[src/rtwe_pkg.sv]
// Shared widths, codes, payload types and saturating arithmetic for the route evaluator.
`default_nettype none

package rtwe_pkg;

	localparam int TIME_BITS   = 32;
	localparam int SUM_BITS    = 48;
	localparam int FIELD_W     = 32;
	localparam int OUT_W       = 48;
	localparam int COUNT_W     = 16;
	localparam int CFG_IDX_W   = 2;
	localparam int QUEUE_DEPTH = 4;
	localparam int QPTR_W      = $clog2(QUEUE_DEPTH);

	localparam logic [CFG_IDX_W-1:0] REG_DEPOT_OPEN    = CFG_IDX_W'(0);
	localparam logic [CFG_IDX_W-1:0] REG_DEPOT_CLOSE   = CFG_IDX_W'(1);
	localparam logic [CFG_IDX_W-1:0] REG_DEPOT_SERVICE = CFG_IDX_W'(2);

	localparam logic MODE_VISIT = 1'b0;
	localparam logic MODE_CLOSE = 1'b1;

	typedef logic [TIME_BITS-1:0] tval_t;
	typedef logic [SUM_BITS-1:0]  sum_t;
	typedef logic [FIELD_W-1:0]   field_t;
	typedef logic [COUNT_W-1:0]   count_t;
	typedef logic [OUT_W-1:0]     out_t;

	localparam tval_t  TIME_MAX  = '1;
	localparam sum_t   SUM_MAX   = '1;
	localparam count_t COUNT_MAX = '1;

	typedef struct packed {
		tval_t open_t;
		tval_t close_t;
		tval_t service_t;
	} depot_t;

	typedef struct packed {
		logic   mode;
		logic   first;
		logic   empty;
		tval_t  inc;
		field_t leg_dist;
		tval_t  dur;
		field_t demand;
		tval_t  serv;
		field_t prize;
		tval_t  wopen;
		tval_t  wclose;
		field_t cap;
	} item_t;

	typedef struct packed {
		logic   mode;
		logic   empty;
		tval_t  wait_amt;
		tval_t  warp_amt;
		field_t leg_dist;
		tval_t  dur;
		field_t demand;
		tval_t  serv;
		field_t prize;
		field_t cap;
	} timed_t;

	function automatic tval_t clamp_time(field_t v);
		logic [63:0] w;
		w = 64'(v);
		if (w > 64'(TIME_MAX)) return TIME_MAX;
		return TIME_BITS'(w);
	endfunction

	function automatic tval_t add_time(tval_t a, tval_t b);
		logic [TIME_BITS:0] s;
		s = {1'b0, a} + {1'b0, b};
		return s[TIME_BITS] ? TIME_MAX : s[TIME_BITS-1:0];
	endfunction

	function automatic sum_t add_sum(sum_t a, logic [63:0] b);
		logic [63:0]     bc;
		logic [SUM_BITS:0] s;
		bc = (b > 64'(SUM_MAX)) ? 64'(SUM_MAX) : b;
		s = {1'b0, a} + (SUM_BITS + 1)'(bc);
		return s[SUM_BITS] ? SUM_MAX : s[SUM_BITS-1:0];
	endfunction

	function automatic out_t to_out(sum_t s);
		logic [63:0] w;
		w = 64'(s);
		return w[OUT_W-1:0];
	endfunction

endpackage

`default_nettype wire

[src/rtwe_front.sv]
// Request intake: clamps fields, tags first visit and empty close, folds service into travel.
`default_nettype none

module rtwe_front (
	input  wire                    clk,
	input  wire                    arst_n,
	input  wire                    in_valid,
	output logic                   in_ready,
	input  wire                    mode,
	input  wire  [31:0]            leg_distance,
	input  wire  [31:0]            leg_duration,
	input  wire  [31:0]            client_demand,
	input  wire  [31:0]            client_service,
	input  wire  [31:0]            client_prize,
	input  wire  [31:0]            window_open,
	input  wire  [31:0]            window_close,
	input  wire  [31:0]            vehicle_capacity,
	input  rtwe_pkg::depot_t       depot,
	output logic                   push,
	output rtwe_pkg::item_t        push_item,
	input  wire                    q_ready
);
	import rtwe_pkg::*;

	logic  has_visit_q;
	tval_t prev_serv_q;
	tval_t serv_c;
	tval_t dur_c;
	tval_t serv_base;

	assign in_ready  = q_ready;
	assign push      = in_valid && q_ready;
	assign serv_c    = clamp_time(client_service);
	assign dur_c     = clamp_time(leg_duration);
	assign serv_base = has_visit_q ? prev_serv_q : depot.service_t;

	always_comb begin
		push_item.mode     = mode;
		push_item.first    = (mode == MODE_VISIT) && !has_visit_q;
		push_item.empty    = (mode == MODE_CLOSE) && !has_visit_q;
		push_item.inc      = add_time(serv_base, dur_c);
		push_item.leg_dist = leg_distance;
		push_item.dur      = dur_c;
		push_item.demand   = client_demand;
		push_item.serv     = serv_c;
		push_item.prize    = client_prize;
		push_item.wopen    = clamp_time(window_open);
		push_item.wclose   = clamp_time(window_close);
		push_item.cap      = vehicle_capacity;
	end

	always_ff @(posedge clk or negedge arst_n) begin
		if (!arst_n) begin
			has_visit_q <= 1'b0;
		end else if (push) begin
			has_visit_q <= (mode == MODE_VISIT);
		end
	end

	always_ff @(posedge clk) begin
		if (push && (mode == MODE_VISIT)) begin
			prev_serv_q <= serv_c;
		end
	end

endmodule

`default_nettype wire

[src/rtwe_queue.sv]
// Short request queue between intake and the evaluation pipeline.
`default_nettype none

module rtwe_queue (
	input  wire                    clk,
	input  wire                    arst_n,
	input  wire                    push,
	input  rtwe_pkg::item_t        push_item,
	output logic                   q_ready,
	input  wire                    pop,
	output logic                   head_valid,
	output rtwe_pkg::item_t        head_item
);
	import rtwe_pkg::*;

	item_t             entry_q [QUEUE_DEPTH];
	logic [QPTR_W-1:0] wr_ptr_q;
	logic [QPTR_W-1:0] rd_ptr_q;
	logic [QPTR_W:0]   count_q;

	assign q_ready    = (count_q != (QPTR_W + 1)'(QUEUE_DEPTH));
	assign head_valid = (count_q != '0);
	assign head_item  = entry_q[rd_ptr_q];

	function automatic logic [QPTR_W-1:0] next_ptr(logic [QPTR_W-1:0] p);
		return (p == QPTR_W'(QUEUE_DEPTH - 1)) ? '0 : p + 1'b1;
	endfunction

	always_ff @(posedge clk or negedge arst_n) begin
		if (!arst_n) begin
			wr_ptr_q <= '0;
			rd_ptr_q <= '0;
			count_q  <= '0;
		end else begin
			if (push) wr_ptr_q <= next_ptr(wr_ptr_q);
			if (pop)  rd_ptr_q <= next_ptr(rd_ptr_q);
			if (push && !pop)      count_q <= count_q + 1'b1;
			else if (pop && !push) count_q <= count_q - 1'b1;
		end
	end

	always_ff @(posedge clk) begin
		if (push) begin
			entry_q[wr_ptr_q] <= push_item;
		end
	end

endmodule

`default_nettype wire

[src/rtwe_timing.sv]
// Running-time stage: arrival, wait, time warp and window clamp, one request per cycle while the accumulator takes it.
`default_nettype none

module rtwe_timing (
	input  wire                    clk,
	input  wire                    arst_n,
	input  rtwe_pkg::depot_t       depot,
	input  wire                    head_valid,
	input  rtwe_pkg::item_t        head_item,
	output logic                   pop,
	output logic                   valid_s1,
	output rtwe_pkg::timed_t       timed_s1,
	input  wire                    take
);
	import rtwe_pkg::*;

	tval_t  cur_time_q;
	tval_t  t_base;
	tval_t  t_arr;
	tval_t  t_raise;
	tval_t  t_new;
	tval_t  wait_c;
	tval_t  warp_c;
	timed_t timed_c;
	logic   adv;

	assign adv = !valid_s1 || take;
	assign pop = head_valid && adv;

	always_comb begin
		t_base  = head_item.first ? depot.open_t : cur_time_q;
		t_arr   = add_time(t_base, head_item.inc);
		wait_c  = '0;
		warp_c  = '0;
		t_raise = t_arr;
		t_new   = t_arr;
		if (head_item.mode == MODE_VISIT) begin
			if (t_arr < head_item.wopen) begin
				wait_c  = head_item.wopen - t_arr;
				t_raise = head_item.wopen;
			end
			t_new = t_raise;
			if (t_raise > head_item.wclose) begin
				warp_c = t_raise - head_item.wclose;
				t_new  = head_item.wclose;
			end
		end else if (t_arr > depot.close_t) begin
			warp_c = t_arr - depot.close_t;
		end

		timed_c.mode     = head_item.mode;
		timed_c.empty    = head_item.empty;
		timed_c.wait_amt = wait_c;
		timed_c.warp_amt = warp_c;
		timed_c.leg_dist = head_item.leg_dist;
		timed_c.dur      = head_item.dur;
		timed_c.demand   = head_item.demand;
		timed_c.serv     = head_item.serv;
		timed_c.prize    = head_item.prize;
		timed_c.cap      = head_item.cap;
	end

	always_ff @(posedge clk or negedge arst_n) begin
		if (!arst_n) begin
			valid_s1 <= 1'b0;
		end else if (adv) begin
			valid_s1 <= pop;
		end
	end

	always_ff @(posedge clk) begin
		if (pop) begin
			timed_s1 <= timed_c;
			if (head_item.mode == MODE_VISIT) cur_time_q <= t_new;
		end
	end

endmodule

`default_nettype wire

[src/rtwe_accum.sv]
// Route totals: saturating accumulators, excess load and the registered result.
`default_nettype none

module rtwe_accum (
	input  wire                    clk,
	input  wire                    arst_n,
	input  wire                    valid_s1,
	input  rtwe_pkg::timed_t       timed_s1,
	output logic                   take,
	output logic                   out_valid,
	input  wire                    out_ready,
	output rtwe_pkg::out_t         total_distance,
	output rtwe_pkg::out_t         total_duration,
	output rtwe_pkg::out_t         total_demand,
	output rtwe_pkg::out_t         total_service,
	output rtwe_pkg::out_t         total_prize,
	output rtwe_pkg::out_t         total_wait,
	output rtwe_pkg::out_t         total_warp,
	output rtwe_pkg::out_t         over_capacity,
	output rtwe_pkg::count_t       visit_count,
	output logic                   route_feasible
);
	import rtwe_pkg::*;

	sum_t   dist_sum_q;
	sum_t   dur_sum_q;
	sum_t   demand_sum_q;
	sum_t   serv_sum_q;
	sum_t   prize_sum_q;
	sum_t   wait_sum_q;
	sum_t   warp_sum_q;
	count_t visits_q;

	sum_t   dist_new;
	sum_t   dur_new;
	sum_t   warp_new;
	sum_t   cap_ext;
	sum_t   excess;
	logic   is_close;

	assign is_close = (timed_s1.mode == MODE_CLOSE);
	assign take     = valid_s1 && (!is_close || !out_valid || out_ready);
	assign dist_new = add_sum(dist_sum_q, 64'(timed_s1.leg_dist));
	assign dur_new  = add_sum(dur_sum_q, 64'(timed_s1.dur));
	assign warp_new = add_sum(warp_sum_q, 64'(timed_s1.warp_amt));
	assign cap_ext  = SUM_BITS'(timed_s1.cap);
	assign excess   = (demand_sum_q > cap_ext) ? demand_sum_q - cap_ext : '0;

	always_ff @(posedge clk or negedge arst_n) begin
		if (!arst_n) begin
			dist_sum_q   <= '0;
			dur_sum_q    <= '0;
			demand_sum_q <= '0;
			serv_sum_q   <= '0;
			prize_sum_q  <= '0;
			wait_sum_q   <= '0;
			warp_sum_q   <= '0;
			visits_q     <= '0;
			out_valid    <= 1'b0;
		end else begin
			if (take && is_close) out_valid <= 1'b1;
			else if (out_ready)   out_valid <= 1'b0;
			if (take) begin
				if (is_close) begin
					dist_sum_q   <= '0;
					dur_sum_q    <= '0;
					demand_sum_q <= '0;
					serv_sum_q   <= '0;
					prize_sum_q  <= '0;
					wait_sum_q   <= '0;
					warp_sum_q   <= '0;
					visits_q     <= '0;
				end else begin
					dist_sum_q   <= dist_new;
					dur_sum_q    <= dur_new;
					demand_sum_q <= add_sum(demand_sum_q, 64'(timed_s1.demand));
					serv_sum_q   <= add_sum(serv_sum_q, 64'(timed_s1.serv));
					prize_sum_q  <= add_sum(prize_sum_q, 64'(timed_s1.prize));
					wait_sum_q   <= add_sum(wait_sum_q, 64'(timed_s1.wait_amt));
					warp_sum_q   <= warp_new;
					if (visits_q != COUNT_MAX) visits_q <= visits_q + 1'b1;
				end
			end
		end
	end

	always_ff @(posedge clk) begin
		if (take && is_close) begin
			if (timed_s1.empty) begin
				total_distance <= '0;
				total_duration <= '0;
				total_demand   <= '0;
				total_service  <= '0;
				total_prize    <= '0;
				total_wait     <= '0;
				total_warp     <= '0;
				over_capacity  <= '0;
				visit_count    <= '0;
				route_feasible <= 1'b0;
			end else begin
				total_distance <= to_out(dist_new);
				total_duration <= to_out(dur_new);
				total_demand   <= to_out(demand_sum_q);
				total_service  <= to_out(serv_sum_q);
				total_prize    <= to_out(prize_sum_q);
				total_wait     <= to_out(wait_sum_q);
				total_warp     <= to_out(warp_new);
				over_capacity  <= to_out(excess);
				visit_count    <= visits_q;
				route_feasible <= (excess == '0) && (warp_sum_q == '0)
					&& (timed_s1.warp_amt == '0);
			end
		end
	end

endmodule

`default_nettype wire

[src/route_time_window_evaluator.sv]
// Top level of the route time-window evaluator.
`default_nettype none

// Takes one request per cycle while the queue has room: a client visit (mode 0) or a route
// close (mode 1). Each close request produces one result with the route totals, passing
// through the queue, the running-time stage register and the result register; visits
// produce none. The running-time stage does one saturating add and one window clamp per
// cycle, which sets the sustained rate of one request per cycle unless a close waits on
// out_ready; a four-entry queue separates intake from evaluation, and a registered result
// lets new requests enter while a result waits for out_ready. Depot registers are sampled
// when a route is evaluated, so write them only while no request is in flight.
module route_time_window_evaluator (
	input  wire                            clk,
	input  wire                            arst_n,
	input  wire                            cfg_wen,
	input  wire  [rtwe_pkg::CFG_IDX_W-1:0] cfg_index,
	input  wire  [31:0]                    cfg_data,
	input  wire                            in_valid,
	output logic                           in_ready,
	input  wire                            mode,
	input  wire  [31:0]                    leg_distance,
	input  wire  [31:0]                    leg_duration,
	input  wire  [31:0]                    client_demand,
	input  wire  [31:0]                    client_service,
	input  wire  [31:0]                    client_prize,
	input  wire  [31:0]                    window_open,
	input  wire  [31:0]                    window_close,
	input  wire  [31:0]                    vehicle_capacity,
	output logic                           out_valid,
	input  wire                            out_ready,
	output rtwe_pkg::out_t                 total_distance,
	output rtwe_pkg::out_t                 total_duration,
	output rtwe_pkg::out_t                 total_demand,
	output rtwe_pkg::out_t                 total_service,
	output rtwe_pkg::out_t                 total_prize,
	output rtwe_pkg::out_t                 total_wait,
	output rtwe_pkg::out_t                 total_warp,
	output rtwe_pkg::out_t                 over_capacity,
	output rtwe_pkg::count_t               visit_count,
	output logic                           route_feasible
);
	import rtwe_pkg::*;

	logic [31:0] open_q;
	logic [31:0] close_q;
	logic [31:0] service_q;
	depot_t      depot;

	logic   push;
	item_t  push_item;
	logic   q_ready;
	logic   pop;
	logic   head_valid;
	item_t  head_item;
	logic   valid_s1;
	timed_t timed_s1;
	logic   take;

	always_ff @(posedge clk or negedge arst_n) begin
		if (!arst_n) begin
			open_q    <= '0;
			close_q   <= '1;
			service_q <= '0;
		end else if (cfg_wen) begin
			case (cfg_index)
				REG_DEPOT_OPEN:    open_q    <= cfg_data;
				REG_DEPOT_CLOSE:   close_q   <= cfg_data;
				REG_DEPOT_SERVICE: service_q <= cfg_data;
				default: ;
			endcase
		end
	end

	assign depot.open_t    = clamp_time(open_q);
	assign depot.close_t   = clamp_time(close_q);
	assign depot.service_t = clamp_time(service_q);

	rtwe_front u_front (
		.clk              (clk),
		.arst_n           (arst_n),
		.in_valid         (in_valid),
		.in_ready         (in_ready),
		.mode             (mode),
		.leg_distance     (leg_distance),
		.leg_duration     (leg_duration),
		.client_demand    (client_demand),
		.client_service   (client_service),
		.client_prize     (client_prize),
		.window_open      (window_open),
		.window_close     (window_close),
		.vehicle_capacity (vehicle_capacity),
		.depot            (depot),
		.push             (push),
		.push_item        (push_item),
		.q_ready          (q_ready)
	);

	rtwe_queue u_queue (
		.clk        (clk),
		.arst_n     (arst_n),
		.push       (push),
		.push_item  (push_item),
		.q_ready    (q_ready),
		.pop        (pop),
		.head_valid (head_valid),
		.head_item  (head_item)
	);

	rtwe_timing u_timing (
		.clk        (clk),
		.arst_n     (arst_n),
		.depot      (depot),
		.head_valid (head_valid),
		.head_item  (head_item),
		.pop        (pop),
		.valid_s1   (valid_s1),
		.timed_s1   (timed_s1),
		.take       (take)
	);

	rtwe_accum u_accum (
		.clk            (clk),
		.arst_n         (arst_n),
		.valid_s1       (valid_s1),
		.timed_s1       (timed_s1),
		.take           (take),
		.out_valid      (out_valid),
		.out_ready      (out_ready),
		.total_distance (total_distance),
		.total_duration (total_duration),
		.total_demand   (total_demand),
		.total_service  (total_service),
		.total_prize    (total_prize),
		.total_wait     (total_wait),
		.total_warp     (total_warp),
		.over_capacity  (over_capacity),
		.visit_count    (visit_count),
		.route_feasible (route_feasible)
	);

endmodule

`default_nettype wire

[config.mk]
export PLATFORM = sky130hd
export DESIGN_NAME = route_time_window_evaluator
export DESIGN_NICKNAME = d
export VERILOG_FILES = /design/src/rtwe_pkg.sv /design/src/rtwe_front.sv /design/src/rtwe_queue.sv /design/src/rtwe_timing.sv /design/src/rtwe_accum.sv /design/src/route_time_window_evaluator.sv
export SDC_FILE = /design/constraint.sdc
export NUM_CORES = 2
export LEC_CHECK = 0
export BUFFER_PORTS_ARGS = -buffer_cell sky130_fd_sc_hd__buf_2
export CORE_ASPECT_RATIO = 0.75
export CORE_UTILIZATION = 61
export CTS_CLUSTER_SIZE = 10
export DETAILED_ROUTE_END_ITERATION = 10
export GPL_ROUTABILITY_DRIVEN = 0
export HOLD_SLACK_MARGIN = 0.08
export MAX_ROUTING_LAYER = met4
export PLACE_DENSITY_LB_ADDON = 0.08
export SLEW_MARGIN = 30
export SYNTH_ARGS = -nofsm -noshare
export SYNTH_HDL_FRONTEND = slang
export SYNTH_SLANG_ARGS = --single-unit
[constraint.sdc]
create_clock -name clk -period 16.7 [get_ports clk]
set_input_delay 0.835 -clock clk [delete_from_list [all_inputs] [get_ports clk]]
set_output_delay 0.835 -clock clk [all_outputs]
set_load 0.03 [all_outputs]
---- Word-level counts from Yosys, hierarchy flattened ----
Memories as Yosys holds them, arrays and structs flattened.
Cells that the tools add are included.
Widths: inputs -> output; s select.
word-level totals
  memories ................................ 1
  register bits after elaboration ......... 1181
  output and inout port bits .............. 403
  input port bits ......................... 296
  memory bits (writable) .................. 1164
memory list
  memory           words  width  rd ports  clocked after memory_dff  wr ports  line              text
  u_queue.entry_q  4      291    1         0                         1         rtwe_queue.sv:16  item_t entry_q [QUEUE_DEPTH];
cells by class
  bitwise logic cells ..................... 3
  add/sub/neg operators ................... 18
  multiplexer cells ....................... 35
  equality and inequality tests ........... 6
  magnitude comparators ................... 4
  reductions and logical operators ........ 34
operators by type and width
  kind                   number
  $mux 48                15
  $add 48x32->49         7
  $mux 32                10
  $logic_not 48->1       2
  $sub 32x32->32         3
  $add 32x32->33         2
  $gt 32x32->1           2
  $gt 48x32->1           1
  $sub 48x32->48         1
  $logic_not 32->1       1
  $lt 32x32->1           1
  $mux 16                2
  $add 16x1->16 const B  1
  $ne 16x16->1 const B   1
  $logic_and 1x1->1      11
  $reduce_and 2->1       5
  $eq 2x2->1 const B     3
  $logic_not 1->1        6
  $mux 3                 2
  $reduce_bool 2->1      3
  $add 2x1->2 const B    2
  $mux 1                 4
  $mux 2                 2
  $add 3x1->3 const B    1
  other kinds (8)        12

---- Depth between registers and ports, before layout ----
An unclocked memory read counts as a cell.
  depth after elaboration ................. 10
  gate-level depth with buffers ........... 50
  mapped depth without buffers ............ 40

---- Modules after synthesis ----
From an unflattened synthesis, not the netlist that was laid out.
second synthesis, totals
  cells, all modules ...................... 8642
  area total of the unflattened synthesis .. 113627.7 um^2
modules (own cells, without submodules)
  module                       sequential area each (um^2)  cells each  area an instance (um^2)  times used
  rtwe_accum                   20875.0                      4631        44123.6                  1
  rtwe_queue                   35128.7                      1558        42529.5                  1
  rtwe_timing                  8733.4                       1626        17981.0                  1
  rtwe_front                   985.9                        623         5327.6                   1
  route_time_window_evaluator  2442.3                       204         3666.0                   1

---- Least setup slack after synthesis ----
OpenSTA, ideal clock, no wires.
  kind .................................... in2reg
  start ................................... input out_ready
  end ..................................... register u_accum.over_capacity[0] (enable)
  arrival ................................. 12.794 ns
  buffers on the path ..................... 3
  library setup time ...................... 0.920 ns
  cell stages on the path ................. 8
  required time ........................... 15.780 ns
  slack ................................... 2.986 ns
  cells stage by stage .................... nor2b_1 nand2_1 and2_1 clkbuf_1 nand2_1 inv_1 clkbuf_1 buf_1
between the ends
  longest elaborated chain between the ends .. 3
RTL lines
  element               line                               text
  start, declared       route_time_window_evaluator.sv:30  input wire out_ready,
  $logic_or 1x1->1      rtwe_accum.sv:42                   assign take = valid_s1 && (!is_close || !out_valid || out_ready);
  $logic_and 1x1->1     rtwe_accum.sv:42
  $logic_and 1x1->1     rtwe_accum.sv:88                   if (take && is_close) begin
  end signal, assigned  rtwe_accum.sv:108                  over_capacity <= to_out(excess);
  end, declared         rtwe_accum.sv:19                   output rtwe_pkg::out_t over_capacity,
No other way between the ends.
A chain may end at the register's enable or synchronous reset.

---- Worst setup path after layout ----
  start ................................... register u_queue.rd_ptr_q[1]
  end ..................................... register u_timing.cur_time_q[26] (data pin)
between the ends
  longest elaborated chain between the ends .. 9
RTL lines
  element                 line               text
  start, declared         rtwe_queue.sv:18   logic [QPTR_W-1:0] rd_ptr_q;
  start signal, assigned  rtwe_queue.sv:36   if (pop) rd_ptr_q <= next_ptr(rd_ptr_q);
  $mem_v2 4x291 *         -
  $mux 32                 rtwe_timing.sv:31  t_base = head_item.first ? depot.open_t : cur_time_q;
  $add 32x32->33          rtwe_pkg.sv:75     s = {1'b0, a} + {1'b0, b};
  $mux 32                 rtwe_pkg.sv:76     return s[TIME_BITS] ? TIME_MAX : s[TIME_BITS-1:0];
  $lt 32x32->1            rtwe_timing.sv:38  if (t_arr < head_item.wopen) begin
  $mux 32                 rtwe_timing.sv:38
  $mux 32                 rtwe_timing.sv:37  if (head_item.mode == MODE_VISIT) begin
  $gt 32x32->1            rtwe_timing.sv:43  if (t_raise > head_item.wclose) begin
  $mux 32 *               rtwe_timing.sv:43
  via u_timing.t_new[26]  rtwe_timing.sv:21  tval_t t_new;
  end signal, assigned    rtwe_timing.sv:74  if (head_item.mode == MODE_VISIT) cur_time_q <= t_new;
  end, declared           rtwe_timing.sv:17  tval_t cur_time_q;
Mark *: on every way through the listed nets, which the timed path passes. The rest lies on a longest branch. The select of a mux whose other input is x is not followed.

==> results.json <==
{
  "status": "complete, but fails checks",
  "violations": "design-rule violations",
  "pin_count": 699,
  "layout_commonest_cell": "edfxtp_1",
  "fp.coreArea_um2": 178000,
  "cts_buffer_depth": 4,
  "ys_ff_latch": 2345,
  "dp_hpwl_um": 209000,
  "die_h_um": 369,
  "hp-class": "primary input to flop",
  "finalSetupViolCount": 0,
  "critPathLaunchType": "flop",
  "worst_pin_slew_ns": 1.11,
  "syn-instance-count": 8151,
  "drt-total-wl_um": 303000,
  "grt-ovfl-total": 0,
  "drt_iter0_drc": 8825,
  "numCtsBuffers": 287,
  "whs_endpoint": "u_queue.entry_q[0][61]",
  "fin_skew_ns": 0.0636,
  "critPathMaxFanout": 54,
  "dpl_cell_area_um2": 115000,
  "worstHoldStart": "window_close[29]",
  "portBuffers": 698,
  "setup_tns_ns": 0,
  "ys.flop_type": "edfxtp_1",
  "met1_usage": 0.481,
  "use_met3": 0.0765,
  "grt.busiest_layer": "met2",
  "min_delay_path_depth": 1,
  "cp_common_cell": "buf_4",
  "maxCapViolCount": 0,
  "grt_max_degree": 131,
  "r2r_setup_slack_ns": 4.38,
  "max_freq_ghz": 0.0812,
  "grt_pass1_wl_um": 447000,
  "post-cts-setup-buffers": 0,
  "fin_util": 0.696,
  "slowest_delay_ns": 0.82,
  "drc": 2,
  "clock_sinks": 2345,
  "syn-cell-area_um2": 109000,
  "r2r-end": "u_timing.cur_time_q[26]",
  "clkSlewWorstSetupHoldPaths_ns": 0.06,
  "ys_warn_count": 0,
  "drt-wirelength-per-cell_um": 26.2,
  "end_kind": "flop",
  "synth_area_leaders": "edfxtp_1, dfrtp_1, mux4_2, ha_1, nand2_1",
  "vias_per_cell": 6.35,
  "r2r-start": "u_queue.rd_ptr_q[1]",
  "crit_type": "flop to flop",
  "ys_async_sr_fraction": 0.195,
  "vias": 73200,
  "worstSkewPairLatency_ns": 0.92,
  "worst-path-stages": 31,
  "final_hold_viol_count": 0,
  "die_width_um": 491,
  "synth_edf_count": 1887,
  "period_share": 0.738,
  "required_ns": 17.33,
  "cp_slowest_cell": "dfrtp_4",
  "finalMaxSlewViolations": 0,
  "cp.buffers_inverters": 5,
  "die-area_um2": 181000,
  "drive_gt1_frac": 0.185,
  "final_nets": 9632,
  "final_cell_mix": "edfxtp_1, buf_2, nand2_1",
  "holdWs_ns": 0.127,
  "rr_worst_depth": 31,
  "synth_top_cell_area_share": 0.518,
  "finalInstanceArea_um2": 124000,
  "start_util": 0.615,
  "path_delay_family": "compound AO/OA/AOI/OAI gates",
  "h-tree-depth": 5,
  "cp.arrival_ns": 12.95,
  "grt_pass1_vias": 69800,
  "synth_cell_types": 101,
  "cts_tree": "built",
  "rsz0062_at_grt": "false",
  "relSlewSlack": 0.243,
  "dr.pass1.iters": 10,
  "grtUsageTotal": 0.341,
  "avgSynthCellArea_um2": 13.4,
  "synth.yosys.seq_area_share": 0.623,
  "grt_util_met2": 0.485,
  "antenna_found_initial": 67,
  "area_delta_synth_final_pct": 13.3,
  "fin_crit_ns": 12.32,
  "root_buffer": "clkbuf_16",
  "synth_fp_nets": 8871,
  "antenna_left": 0,
  "yosys.area.top_type": "edfxtp_1",
  "rows": 134
}
==> per-stage QoR <==
stage | setup slack, ns | std cells
floorplan | 2.99 | 8151
global placement | 4.55 | 11000
detailed placement | 4.82 | 11000
CTS | 4.77 | 11500
global route | 3.95 | 11500
finish | 4.38 | 11500
==> how the worst max path moves through the flow <==
stage                                    end  slack, ns                start
floorplan           u_accum.over_capacity[0]       2.99            out_ready
global placement      u_timing.timed_s1[219]       4.55  u_queue.rd_ptr_q[1]
detailed placement   u_timing.cur_time_q[10]       4.82  u_queue.rd_ptr_q[1]
CTS                  u_timing.cur_time_q[30]       4.77  u_queue.rd_ptr_q[1]
global route         u_timing.cur_time_q[30]       3.95  u_queue.rd_ptr_q[0]
finish               u_timing.cur_time_q[26]       4.38  u_queue.rd_ptr_q[1]
==> cells by family (layout without fill, tap and decap cells) <==
group / count (synthesis) / after routing / share of synthesized area
flip-flops: 2345 / 2345 / 0.623
AND/OR/NAND/NOR: 2129 / 2129 / 0.0932
AO/OA/AOI/OAI: 1768 / 1768 / 0.103
buffers and inverters: 615 / 1571 / 0.0216
multiplexers: 478 / 478 / 0.0784
adder cells (fa/ha/maj): 428 / 428 / 0.0498
XOR/XNOR: 388 / 388 / 0.0311
other: 0 / 49 / 0
==> state kept, by name, summed over array words and instances (netlist names), 32 cells and up <==
signal and flops:
u_accum.total_prize 48, u_accum.total_warp 48, u_accum.warp_sum_q 48, u_accum.total_service 48, u_queue.entry_q 1164, u_front.prev_serv_q 32
open_q 32, u_accum.total_wait 48, u_accum.dur_sum_q 48, u_accum.serv_sum_q 48, u_accum.dist_sum_q 48, u_timing.cur_time_q 32
u_accum.wait_sum_q 48, u_accum.total_duration 48, close_q 32, u_accum.total_distance 48, u_accum.over_capacity 48, u_timing.timed_s1 258
u_accum.prize_sum_q 48, u_accum.demand_sum_q 48, service_q 32, u_accum.total_demand 48
==> area by class of cell <==
class	count	area (um^2)
Antenna cell	49	123
Inverter	290	1100
Timing Repair Buffer	797	4360
Multi-Input combinational cell	5191	39000
Sequential cell	2345	68200
Clock inverter	16	179
Clock buffer	468	7990
Tap cell	2380	2980
Fill cell	12200	54000
==> metal layers <==
metal  vias up  share of wire
li1      32400              -
met1     36400           0.41
met2      3791           0.45
met3       620           0.10
met4         0          0.041
met5         -              0
==> synthesized netlist by cell type, types with 223 or more instances <==
library cell,instances
inv_1,290
nand2_1,659
edfxtp_1,1887
ha_1,411
xnor2_1,254
o21ai_0,494
mux4_2,285
a21oi_1,433
clkbuf_1,261
dfrtp_1,426
nor2b_1,257
nor2_1,545
a21o_1,223
==> what timing repair did <==
action / 4_1_cts / 5_1_grt
hold endpoints to repair: 72 / 0
resized for setup: 0 / 0
hold buffers: 1 / 0
Power is left out: the tool's default activity adds up to more than one toggle a clock period on the data nets, which glitch-free logic cannot reach.
